**src/rtl/dkbs_pkg.sv**
```systemverilog
// Shared types, constants and register map of the deadzone Kalman blend smoother.
package dkbs_pkg;

    localparam int SAMPLE_BITS_DEF = 10;

    localparam int EST_FRAC = 16;
    localparam int COV_FRAC = 24;
    localparam int COV_W    = 28;
    localparam int GAIN_W   = COV_FRAC + 1;
    localparam int DEN_W    = COV_W + 1;
    localparam int DZ_W     = 10;
    localparam int PN_W     = 24;
    localparam int MN_W     = 28;
    localparam int WT_W     = 17;
    localparam int PADDR_W  = 5;
    localparam int PDATA_W  = 32;

    localparam int DIV_STEPS = GAIN_W;
    localparam int CNT_W     = $clog2(DIV_STEPS);

    localparam logic [COV_W-1:0]  COV_ONE    = COV_W'(1) << COV_FRAC;
    localparam logic [GAIN_W-1:0] GAIN_ONE   = GAIN_W'(1) << COV_FRAC;
    localparam logic [WT_W-1:0]   WEIGHT_ONE = WT_W'(1) << EST_FRAC;

    localparam logic [DZ_W-1:0] DEADZONE_RST = 10'd20;
    localparam logic [PN_W-1:0] PNOISE_RST   = 24'd83886;
    localparam logic [MN_W-1:0] MNOISE_RST   = 28'd25165824;
    localparam logic [WT_W-1:0] MWEIGHT_RST  = 17'd58982;
    localparam logic [WT_W-1:0] IWEIGHT_RST  = 17'd6554;

    typedef enum logic [2:0] {
        REG_DEADZONE      = 3'd0,
        REG_PROCESS_NOISE = 3'd1,
        REG_MEAS_NOISE    = 3'd2,
        REG_MOVING_WEIGHT = 3'd3,
        REG_IDLE_WEIGHT   = 3'd4
    } reg_idx_t;

    typedef enum logic [3:0] {
        ST_IDLE,
        ST_DECIDE,
        ST_DIV_INIT,
        ST_DIV,
        ST_GAIN,
        ST_MUL_GAIN,
        ST_EST_ADJ,
        ST_MUL_COV,
        ST_COV_UPD,
        ST_MUL_RAW,
        ST_MUL_EST,
        ST_BLEND,
        ST_REPORT
    } ctrl_state_t;

    typedef enum logic [3:0] {
        CMD_NOP,
        CMD_LOAD,
        CMD_DECIDE,
        CMD_DIV_INIT,
        CMD_DIV_STEP,
        CMD_GAIN,
        CMD_MUL_GAIN,
        CMD_EST_ADJ,
        CMD_MUL_COV,
        CMD_COV_UPD,
        CMD_MUL_RAW,
        CMD_MUL_EST,
        CMD_BLEND,
        CMD_REPORT
    } dp_op_t;

    typedef struct packed {
        dp_op_t op;
    } dp_cmd_t;

    typedef struct packed {
        logic is_init;
        logic filt_go;
        logic out_free;
    } dp_status_t;

endpackage

```
**src/rtl/dkbs_ctrl.sv**
```systemverilog
// Sequencing state machine of the deadzone Kalman blend smoother.
module dkbs_ctrl (
    input  logic                 aclk,
    input  logic                 aresetn,
    input  logic                 s_valid,
    output logic                 s_ready,
    input  dkbs_pkg::dp_status_t status,
    output dkbs_pkg::dp_cmd_t    cmd
);
    import dkbs_pkg::*;

    ctrl_state_t      state_reg, state_next;
    logic [CNT_W-1:0] cnt_reg, cnt_next;

    always_ff @(posedge aclk) begin
        if (!aresetn) begin
            state_reg <= ST_IDLE;
            cnt_reg   <= '0;
        end else begin
            state_reg <= state_next;
            cnt_reg   <= cnt_next;
        end
    end

    always_comb begin
        state_next = state_reg;
        cnt_next   = cnt_reg;
        cmd.op     = CMD_NOP;
        s_ready    = 1'b0;
        unique case (state_reg)
            ST_IDLE: begin
                s_ready = 1'b1;
                if (s_valid) begin
                    cmd.op     = CMD_LOAD;
                    state_next = ST_DECIDE;
                end
            end
            ST_DECIDE: begin
                cmd.op = CMD_DECIDE;
                if (status.is_init || !status.filt_go) begin
                    state_next = ST_REPORT;
                end else begin
                    state_next = ST_DIV_INIT;
                end
            end
            ST_DIV_INIT: begin
                cmd.op     = CMD_DIV_INIT;
                cnt_next   = '0;
                state_next = ST_DIV;
            end
            ST_DIV: begin
                cmd.op   = CMD_DIV_STEP;
                cnt_next = cnt_reg + CNT_W'(1);
                if (cnt_reg == CNT_W'(DIV_STEPS - 1)) begin
                    state_next = ST_GAIN;
                end
            end
            ST_GAIN: begin
                cmd.op     = CMD_GAIN;
                state_next = ST_MUL_GAIN;
            end
            ST_MUL_GAIN: begin
                cmd.op     = CMD_MUL_GAIN;
                state_next = ST_EST_ADJ;
            end
            ST_EST_ADJ: begin
                cmd.op     = CMD_EST_ADJ;
                state_next = ST_MUL_COV;
            end
            ST_MUL_COV: begin
                cmd.op     = CMD_MUL_COV;
                state_next = ST_COV_UPD;
            end
            ST_COV_UPD: begin
                cmd.op     = CMD_COV_UPD;
                state_next = ST_MUL_RAW;
            end
            ST_MUL_RAW: begin
                cmd.op     = CMD_MUL_RAW;
                state_next = ST_MUL_EST;
            end
            ST_MUL_EST: begin
                cmd.op     = CMD_MUL_EST;
                state_next = ST_BLEND;
            end
            ST_BLEND: begin
                cmd.op     = CMD_BLEND;
                state_next = ST_REPORT;
            end
            ST_REPORT: begin
                if (status.out_free) begin
                    cmd.op     = CMD_REPORT;
                    state_next = ST_IDLE;
                end
            end
            default: begin
                state_next = ST_IDLE;
            end
        endcase
    end

`ifndef SYNTHESIS
    a_div_len: assert property (@(posedge aclk) disable iff (!aresetn)
        (state_reg == ST_DIV && cnt_reg == CNT_W'(DIV_STEPS - 1)) |=> state_reg == ST_GAIN)
        else $error("divider left early or late");
    a_report_done: assert property (@(posedge aclk) disable iff (!aresetn)
        (state_reg == ST_REPORT && status.out_free) |=> state_reg == ST_IDLE)
        else $error("report did not return to idle");
    a_div_entry: assert property (@(posedge aclk) disable iff (!aresetn)
        $rose(state_reg == ST_DIV) |-> $past(state_reg == ST_DIV_INIT))
        else $error("divider entered without init");
`endif

endmodule

```
**src/rtl/dkbs_dp.sv**
```systemverilog
// Datapath: filter state, restoring gain divider, shared multiplier and result register.
module dkbs_dp #(
    parameter int SAMPLE_BITS = dkbs_pkg::SAMPLE_BITS_DEF
) (
    input  logic                          aclk,
    input  logic                          aresetn,
    input  logic [dkbs_pkg::DZ_W-1:0]     deadzone,
    input  logic [dkbs_pkg::PN_W-1:0]     process_noise,
    input  logic [dkbs_pkg::MN_W-1:0]     measurement_noise,
    input  logic [dkbs_pkg::WT_W-1:0]     moving_weight,
    input  logic [dkbs_pkg::WT_W-1:0]     idle_weight,
    input  logic                          s_op,
    input  logic [SAMPLE_BITS-1:0]        s_sample,
    output logic                          m_valid,
    input  logic                          m_ready,
    output logic [SAMPLE_BITS-1:0]        m_value,
    output logic                          m_changed,
    input  dkbs_pkg::dp_cmd_t             cmd,
    output dkbs_pkg::dp_status_t          status
);
    import dkbs_pkg::*;

    localparam int EST_W  = SAMPLE_BITS + EST_FRAC;
    localparam int MB_W   = (EST_W > GAIN_W) ? EST_W : GAIN_W;
    localparam int PROD_W = COV_W + MB_W;
    localparam int CMP_W  = (SAMPLE_BITS > DZ_W) ? SAMPLE_BITS : DZ_W;

    logic                   op_reg;
    logic [SAMPLE_BITS-1:0] sample_reg;
    logic [EST_W-1:0]       est_reg;
    logic [COV_W-1:0]       cov_reg;
    logic [SAMPLE_BITS-1:0] stable_reg;
    logic [SAMPLE_BITS-1:0] last_reg;
    logic                   rvalid_reg;
    logic                   wsel_reg;
    logic [DEN_W-1:0]       denom_reg;
    logic [DEN_W-1:0]       rem_reg;
    logic [GAIN_W-1:0]      nbits_reg;
    logic [GAIN_W-1:0]      quo_reg;
    logic [GAIN_W-1:0]      gain_reg;
    logic [EST_W-1:0]       mag_reg;
    logic                   up_reg;
    logic [PROD_W-1:0]      acc_reg;
    logic [PROD_W-1:0]      prod_reg;
    logic                   m_valid_reg;
    logic [SAMPLE_BITS-1:0] m_value_reg;
    logic                   m_changed_reg;

    logic [EST_W-1:0]       raw;
    logic [SAMPLE_BITS-1:0] delta;
    logic                   filt_go;
    logic                   above_dz;
    logic [COV_W:0]         cov_sum;
    logic [COV_W-1:0]       cov_sat;
    logic [DEN_W-1:0]       denom_sum;
    logic [DEN_W:0]         div_trial;
    logic                   div_ge;
    logic [DEN_W:0]         div_diff;
    logic [DEN_W-1:0]       div_rem;
    logic [GAIN_W-1:0]      gain_val;
    logic                   raw_ge;
    logic [EST_W-1:0]       mag_val;
    logic [WT_W-1:0]        w_sel;
    logic [WT_W-1:0]        w_clamp;
    logic [WT_W-1:0]        w_inv;
    logic [COV_W-1:0]       mul_a;
    logic [MB_W-1:0]        mul_b;
    logic [PROD_W-1:0]      product;
    logic [EST_W-1:0]       step;
    logic [PROD_W:0]        blend_sum;
    logic [EST_W-1:0]       est_blend;
    logic [COV_W-1:0]       cov_new;
    logic                   changed_val;
    logic                   out_free;

    assign raw      = {sample_reg, {EST_FRAC{1'b0}}};
    assign delta    = (sample_reg >= stable_reg) ? (sample_reg - stable_reg)
                                                 : (stable_reg - sample_reg);
    assign filt_go  = CMP_W'(delta) >= CMP_W'(deadzone);
    assign above_dz = CMP_W'(delta) > CMP_W'(deadzone);

    assign cov_sum   = {1'b0, cov_reg} + (COV_W + 1)'(process_noise);
    assign cov_sat   = cov_sum[COV_W] ? {COV_W{1'b1}} : cov_sum[COV_W-1:0];
    assign denom_sum = DEN_W'(cov_reg) + DEN_W'(measurement_noise);

    assign div_trial = {rem_reg, nbits_reg[GAIN_W-1]};
    assign div_ge    = div_trial >= (DEN_W + 1)'(denom_reg);
    assign div_diff  = div_ge ? (div_trial - (DEN_W + 1)'(denom_reg)) : div_trial;
    assign div_rem   = div_diff[DEN_W-1:0];

    assign gain_val = (denom_reg == '0) ? '0 : ((quo_reg > GAIN_ONE) ? GAIN_ONE : quo_reg);
    assign raw_ge   = raw >= est_reg;
    assign mag_val  = raw_ge ? (raw - est_reg) : (est_reg - raw);

    assign w_sel   = wsel_reg ? moving_weight : idle_weight;
    assign w_clamp = (w_sel > WEIGHT_ONE) ? WEIGHT_ONE : w_sel;
    assign w_inv   = WEIGHT_ONE - w_clamp;

    always_comb begin
        mul_a = '0;
        mul_b = '0;
        case (cmd.op)
            CMD_MUL_GAIN: begin
                mul_a = COV_W'(gain_reg);
                mul_b = MB_W'(mag_reg);
            end
            CMD_MUL_COV: begin
                mul_a = cov_reg;
                mul_b = MB_W'(GAIN_ONE - gain_reg);
            end
            CMD_MUL_RAW: begin
                mul_a = COV_W'(w_clamp);
                mul_b = MB_W'(raw);
            end
            CMD_MUL_EST: begin
                mul_a = COV_W'(w_inv);
                mul_b = MB_W'(est_reg);
            end
            default: begin
                mul_a = '0;
                mul_b = '0;
            end
        endcase
    end

    assign product   = PROD_W'(mul_a) * PROD_W'(mul_b);
    assign step      = prod_reg[COV_FRAC +: EST_W];
    assign cov_new   = prod_reg[COV_FRAC +: COV_W];
    assign blend_sum = (PROD_W + 1)'(acc_reg) + (PROD_W + 1)'(prod_reg);
    assign est_blend = blend_sum[EST_FRAC +: EST_W];

    assign changed_val = op_reg && (!rvalid_reg || (last_reg != stable_reg));
    assign out_free    = !m_valid_reg || m_ready;

    always_ff @(posedge aclk) begin
        if (!aresetn) begin
            est_reg     <= '0;
            cov_reg     <= COV_ONE;
            stable_reg  <= '0;
            last_reg    <= '0;
            rvalid_reg  <= 1'b0;
            m_valid_reg <= 1'b0;
        end else begin
            if (cmd.op == CMD_REPORT) begin
                m_valid_reg <= 1'b1;
            end else if (m_ready) begin
                m_valid_reg <= 1'b0;
            end
            case (cmd.op)
                CMD_DECIDE: begin
                    if (!op_reg) begin
                        est_reg    <= raw;
                        stable_reg <= sample_reg;
                    end else if (filt_go) begin
                        cov_reg <= cov_sat;
                    end
                end
                CMD_EST_ADJ: begin
                    est_reg <= up_reg ? (est_reg + step) : (est_reg - step);
                end
                CMD_COV_UPD: begin
                    cov_reg <= cov_new;
                end
                CMD_BLEND: begin
                    est_reg    <= est_blend;
                    stable_reg <= est_blend[EST_FRAC +: SAMPLE_BITS];
                end
                CMD_REPORT: begin
                    if (op_reg) begin
                        last_reg   <= stable_reg;
                        rvalid_reg <= 1'b1;
                    end
                end
                default: begin
                end
            endcase
        end
    end

    always_ff @(posedge aclk) begin
        case (cmd.op)
            CMD_LOAD: begin
                op_reg     <= s_op;
                sample_reg <= s_sample;
            end
            CMD_DECIDE: begin
                wsel_reg <= above_dz;
            end
            CMD_DIV_INIT: begin
                denom_reg <= denom_sum;
                rem_reg   <= DEN_W'(cov_reg[COV_W-1:1]);
                nbits_reg <= {cov_reg[0], {COV_FRAC{1'b0}}};
                quo_reg   <= '0;
            end
            CMD_DIV_STEP: begin
                rem_reg   <= div_rem;
                nbits_reg <= {nbits_reg[GAIN_W-2:0], 1'b0};
                quo_reg   <= {quo_reg[GAIN_W-2:0], div_ge};
            end
            CMD_GAIN: begin
                gain_reg <= gain_val;
                mag_reg  <= mag_val;
                up_reg   <= raw_ge;
            end
            CMD_MUL_GAIN, CMD_MUL_COV, CMD_MUL_RAW: begin
                prod_reg <= product;
            end
            CMD_MUL_EST: begin
                acc_reg  <= prod_reg;
                prod_reg <= product;
            end
            CMD_REPORT: begin
                m_value_reg   <= stable_reg;
                m_changed_reg <= changed_val;
            end
            default: begin
            end
        endcase
    end

    assign m_valid   = m_valid_reg;
    assign m_value   = m_value_reg;
    assign m_changed = m_changed_reg;

    assign status.is_init  = !op_reg;
    assign status.filt_go  = filt_go;
    assign status.out_free = out_free;

`ifndef SYNTHESIS
    a_gain_cap: assert property (@(posedge aclk) disable iff (!aresetn)
        (cmd.op == CMD_GAIN) |=> gain_reg <= GAIN_ONE)
        else $error("gain above one");
    a_out_src: assert property (@(posedge aclk) disable iff (!aresetn)
        $rose(m_valid_reg) |-> $past(cmd.op == CMD_REPORT))
        else $error("result raised without report");
    a_init_quiet: assert property (@(posedge aclk) disable iff (!aresetn)
        (cmd.op == CMD_REPORT && !op_reg) |=> !m_changed_reg)
        else $error("init transaction flagged as changed");
    a_no_overwrite: assert property (@(posedge aclk) disable iff (!aresetn)
        (cmd.op == CMD_REPORT) |-> out_free)
        else $error("pending result overwritten");
`endif

endmodule

```
**src/rtl/deadzone_kalman_blend_smoother.sv**
```systemverilog
// Top level: configuration registers, controller and datapath of the smoother.
// Smooths unsigned converter readings. An init transaction (op 0) loads the estimate and
// the stable value from the sample and returns it with changed low.
// A filter transaction (op 1) whose distance from the stable value is below the deadzone
// repeats the stable value. Otherwise a scalar Kalman step runs: the gain
// comes from a 25-step restoring divider (one quotient bit per cycle) and four products
// share one multiplier. A new transaction is taken only after the previous result has
// been moved to the output register. A finished result waits in
// the output register while the next transaction is taken. Registers sit at byte
// addresses 0 (deadzone), 4 (process noise), 8 (measurement noise), 12 (moving weight)
// and 16 (idle weight); write them only while the block is idle.
module deadzone_kalman_blend_smoother #(
    parameter int SAMPLE_BITS = dkbs_pkg::SAMPLE_BITS_DEF
) (
    input  logic                         aclk,
    input  logic                         aresetn,
    input  logic                         psel,
    input  logic                         penable,
    input  logic                         pwrite,
    input  logic [dkbs_pkg::PADDR_W-1:0] paddr,
    input  logic [dkbs_pkg::PDATA_W-1:0] pwdata,
    output logic [dkbs_pkg::PDATA_W-1:0] prdata,
    output logic                         pready,
    input  logic                         s_valid,
    output logic                         s_ready,
    input  logic                         s_op,
    input  logic [SAMPLE_BITS-1:0]       s_sample,
    output logic                         m_valid,
    input  logic                         m_ready,
    output logic [SAMPLE_BITS-1:0]       m_value,
    output logic                         m_changed
);
    import dkbs_pkg::*;

    logic [DZ_W-1:0] deadzone_reg;
    logic [PN_W-1:0] pnoise_reg;
    logic [MN_W-1:0] mnoise_reg;
    logic [WT_W-1:0] mweight_reg;
    logic [WT_W-1:0] iweight_reg;
    logic            wr_en;
    reg_idx_t        reg_idx;
    dp_cmd_t         cmd;
    dp_status_t      status;

    assign pready  = 1'b1;
    assign wr_en   = psel && penable && pwrite && pready;
    assign reg_idx = reg_idx_t'(paddr[PADDR_W-1:2]);

    always_ff @(posedge aclk) begin
        if (!aresetn) begin
            deadzone_reg <= DEADZONE_RST;
            pnoise_reg   <= PNOISE_RST;
            mnoise_reg   <= MNOISE_RST;
            mweight_reg  <= MWEIGHT_RST;
            iweight_reg  <= IWEIGHT_RST;
        end else if (wr_en) begin
            unique case (reg_idx)
                REG_DEADZONE:      deadzone_reg <= pwdata[DZ_W-1:0];
                REG_PROCESS_NOISE: pnoise_reg   <= pwdata[PN_W-1:0];
                REG_MEAS_NOISE:    mnoise_reg   <= pwdata[MN_W-1:0];
                REG_MOVING_WEIGHT: mweight_reg  <= pwdata[WT_W-1:0];
                REG_IDLE_WEIGHT:   iweight_reg  <= pwdata[WT_W-1:0];
                default: begin
                end
            endcase
        end
    end

    always_comb begin
        unique case (reg_idx)
            REG_DEADZONE:      prdata = PDATA_W'(deadzone_reg);
            REG_PROCESS_NOISE: prdata = PDATA_W'(pnoise_reg);
            REG_MEAS_NOISE:    prdata = PDATA_W'(mnoise_reg);
            REG_MOVING_WEIGHT: prdata = PDATA_W'(mweight_reg);
            REG_IDLE_WEIGHT:   prdata = PDATA_W'(iweight_reg);
            default:           prdata = '0;
        endcase
    end

    dkbs_ctrl u_ctrl (
        .aclk    (aclk),
        .aresetn (aresetn),
        .s_valid (s_valid),
        .s_ready (s_ready),
        .status  (status),
        .cmd     (cmd)
    );

    dkbs_dp #(
        .SAMPLE_BITS (SAMPLE_BITS)
    ) u_dp (
        .aclk              (aclk),
        .aresetn           (aresetn),
        .deadzone          (deadzone_reg),
        .process_noise     (pnoise_reg),
        .measurement_noise (mnoise_reg),
        .moving_weight     (mweight_reg),
        .idle_weight       (iweight_reg),
        .s_op              (s_op),
        .s_sample          (s_sample),
        .m_valid           (m_valid),
        .m_ready           (m_ready),
        .m_value           (m_value),
        .m_changed         (m_changed),
        .cmd               (cmd),
        .status            (status)
    );

endmodule
```
**config.mk**
```make
export PLATFORM = sky130hd
export DESIGN_NAME = deadzone_kalman_blend_smoother
export DESIGN_NICKNAME = d
export VERILOG_FILES = /design/src/rtl/dkbs_pkg.sv /design/src/rtl/dkbs_ctrl.sv /design/src/rtl/dkbs_dp.sv /design/src/rtl/deadzone_kalman_blend_smoother.sv
export SDC_FILE = /design/constraint.sdc
export NUM_CORES = 2
export LEC_CHECK = 0
export ABC_AREA = 1
export BUFFER_PORTS_ARGS = -buffer_cell sky130_fd_sc_hd__clkbuf_2
export CAP_MARGIN = 20
export CORE_MARGIN = 2
export CORE_UTILIZATION = 40
export CTS_BUF_LIST = sky130_fd_sc_hd__clkbuf_8 sky130_fd_sc_hd__clkbuf_16
export CTS_CLUSTER_SIZE = 24
export DETAILED_ROUTE_END_ITERATION = 10
export PLACE_DENSITY = 0.64
export SYNTH_ARGS = -nofsm -noshare
export SYNTH_HDL_FRONTEND = slang
export SYNTH_SLANG_ARGS = --single-unit
```
**constraint.sdc**
```tcl
create_clock -name aclk -period 11.55 [get_ports aclk]
set_input_delay 0.5775 -clock aclk [delete_from_list [all_inputs] [get_ports aclk]]
set_output_delay 0.5775 -clock aclk [all_outputs]
set_load 0.01 [all_outputs]
```
==> impl_results.md <==
* Status: finished clean
* Nets at 8,199
* Total Neg Setup Slack at 0 ps
* Crit path largest cell delay at 930 ps
* Synth Area in Simple Gates at 20.37%
* Largest net degree at the start of global routing at 81
* Global route overflow at 0
* Pwr per Cell Area at 137.7 nW/um2
* Core area at 133,500 um2
* Reg area at 11,220 um2
* Synth Area per Inst at 7.577 um2
* Post-synth ARST share at 0%
* Required time at the worst-slack endpoint at 11,950 ps
* Mux contribution to synthesized area at 0.1209%
* Top_reg_cell synth: edfxtp_1
* Largest family of logic cells by synthesized area: adder cells
* H-tree levels at 2
* CTS Buffer Depth at 3
* Dominant cells by area after synthesis: fa_1 23%, edfxtp_1 14%, nand2_1 10%
* Layout Cells excl Fill at 8,951
* FILL cells at 13,628
* Clk root buf: clkbuf_16
* CTS resizes at 0
* Post-synth EDFFs at 253
* Num CTS Buffers at 55
* Worst Setup Start Kind: flip-flop
* Vias in the first global route at 48,585
* Die Y at 370.8 um
* Sequential share of power at 29.5%
* Synth Register Bits at 434
* Worst skew pair latency at 670 ps
* First-pass GRT wire length at 293,300 um
* Distinct cells, synth at 62
* Rel. slew slack at 25.41%
* Setup Buffers After CTS at 0
* Cell family with most CP delay: adder cells
* Final min period at 10,700 ps
* Crit path buffers/inverters at 8
* Leakage at 0.02803 uW
* Area of the mapped netlist at 53,820 um2
* Crit path arrival time at 11,100 ps
* Sw frac at 47.29%
* Starting DRT DRC Count at 4,702
* Port Buffer Count at 89
* HP Class: in2reg
* Max Cap Viol at 0
* CP endpoint kind: flip-flop
* Hold Buf Count CTS at 0
* CP Max Fanout at 24
* Xor/xnor share of the synthesized area at 2.864%
* Vias per inst at 5.509
* P_int at 4243 uW
* Final setup viols at 0
* Routed len/inst at 21.72 um
* Final WL at 194,400 um
* RSZ-0062 raised after global routing: no
* Post-DP HPWL at 155,000 um
* F_max at 93.47 MHz
* Critical path type: reg2reg
* CTS tree: built
* Worst IR drop on VDD at 0.1360 mV
* Die area at 137,500 um2
* Clock transition at path regs at 60 ps
* Starting Density at 40.33%
* Ratio of cells with drive above 1 in the final layout at 4.888%
* Share of the synthesized area in the top cell type at 23.36%
* Drt pass-1 iters at 7
* All-Layer GR Usage at 28.13%
* Syn Inst Count at 7,103
* GP Congestion at 1.002
* Combinational power share at 47.9%
* Worst Max-Slew Pin Slew at 1119 ps
* Post-route DRC at 0
* Syn-to-layout area delta at 8.618%
* Clock power share at 22.6%
* Cell total after placement at 8,842
* Register area share after synthesis at 20.85%
* Die X at 370.8 um
* FP Rows at 134
* Compound-Gate Fraction of Synth Area at 12.39%
* Multi-input logic area at 36,710 um2
* Max FFs per register at 52
* Slowest stage cell on the critical path: edfxtp_1
* Clock sinks at 434
* Cell taking the most area after synthesis: fa_1
* Via count at 49,313
* Most common cell after layout, fill and taps aside: nand2_1
* Most common cell on crit path: fa_1
* Worst clock skew at 41.82 ps
* Max-slew violations at 0
* Most frequent cells in the layout: 1,428 x nand2_1, 1,347 x inv_1, 792 x nor2_1, 628 x fa_1, 517 x a21oi_1
* Final hold vios at 0
* Post-Synth Adder-Cell Area at 32.17%
* Syn. warnings at 0
* I/O Pins at 101
* Tcrit/Tclk final at 92.63%
* Antenna-violating nets left at 0
* Switching power at 3807 uW
* Initial antenna violation count at 4
## cell families after synthesis
kind of cell | count (synthesis)
buf+inv | 1579
mux | 6
xor+xnor | 176
simple gates | 2705
fa+ha+maj | 1007
compound gates | 1194
other cells | 2
flops | 434
## per-stage QoR
step           utilization, %  power [uW]  instance area [um2]  hold WS, ps  setup slack (ps)
5_1_grt                 43.80        8533                58450        68.35             351.0
4_1_cts                 43.70        7960                58330        56.43              1018
3_3_place_gp            42.29        6096                56440        448.2              1150
3_5_place_dp            42.29        6122                56440        446.5              1081
6_report                43.80        8051                58460        85.86             851.0
2_1_floorplan               -        4849                53830        433.4              3363
## cells in the mapped netlist, drive strengths merged, types with 36 or more instances
library cell  instances
nand2              1432
a21oi               520
nor2                802
xor2                117
nand4                78
o21ai               419
edfxtp              253
nor3                 57
a21o                 36
inv                1351
dfxtp               181
ha                  379
buf                  59
xnor2                59
nand3               279
fa                  628
clkbuf              163
## worst reg2reg max path: cells and delay by family (launching register included)
| family | cells | cell delay [ps] |
|---|---|---|
| and+or+nand+nor | 13 | 1790 |
| DFF | 1 | 930 |
| buffers and inverters | 8 | 1090 |
| AOI/OAI and AO/OA | 8 | 2480 |
| xor gates and xnor gates | 1 | 140 |
| adders and majority gates | 9 | 4000 |
## metal layers
| layer | share of wire, % | wire, um | global-route usage (%) |
|---|---|---|---|
| met3 | 9.9 | 19330 | 6.467 |
| met5 | 0.0087 | 17 | 0 |
| met4 | 5.3 | 10220 | 12.54 |
| met2 | 45 | 86720 | 44.69 |
| met1 | 40 | 78140 | 36.48 |
## power groups by stage
stage	clock (uW)	sequential, uW	combinational (uW)
6_report	1820	2380	3850
5_1_grt	1900	2390	4240
4_1_cts	1840	2360	3760
3_5_place_dp	0	2390	3730
3_3_place_gp	0	2390	3710
2_1_floorplan	0	2180	2670
## final cells by class
cell class                      instances  share of cell area, %
Antenna cell                            2               0.008561
Clock buffer                           66                  2.710
Multi-Input combinational cell       5093                  62.79
Inverter                             1357                  8.713
Tap cell                             1768                  3.784
Sequential cell                       434                  19.19
Clock inverter                         35                 0.5180
Timing Repair Buffer                  196                  2.277
## path summary, 6_finish.rpt
kind	from	end	slack [ps]	depth (start not counted)
max	u_dp.wsel_reg	u_dp.prod_reg[36]	850	39
min	s_sample[0]	u_dp.sample_reg[0]	90	1
max reg2reg	u_dp.wsel_reg	u_dp.prod_reg[36]	850	39
min reg2reg	u_dp.prod_reg[14]	u_dp.acc_reg[14]	460	0
(Power assumes the default switching activity.)
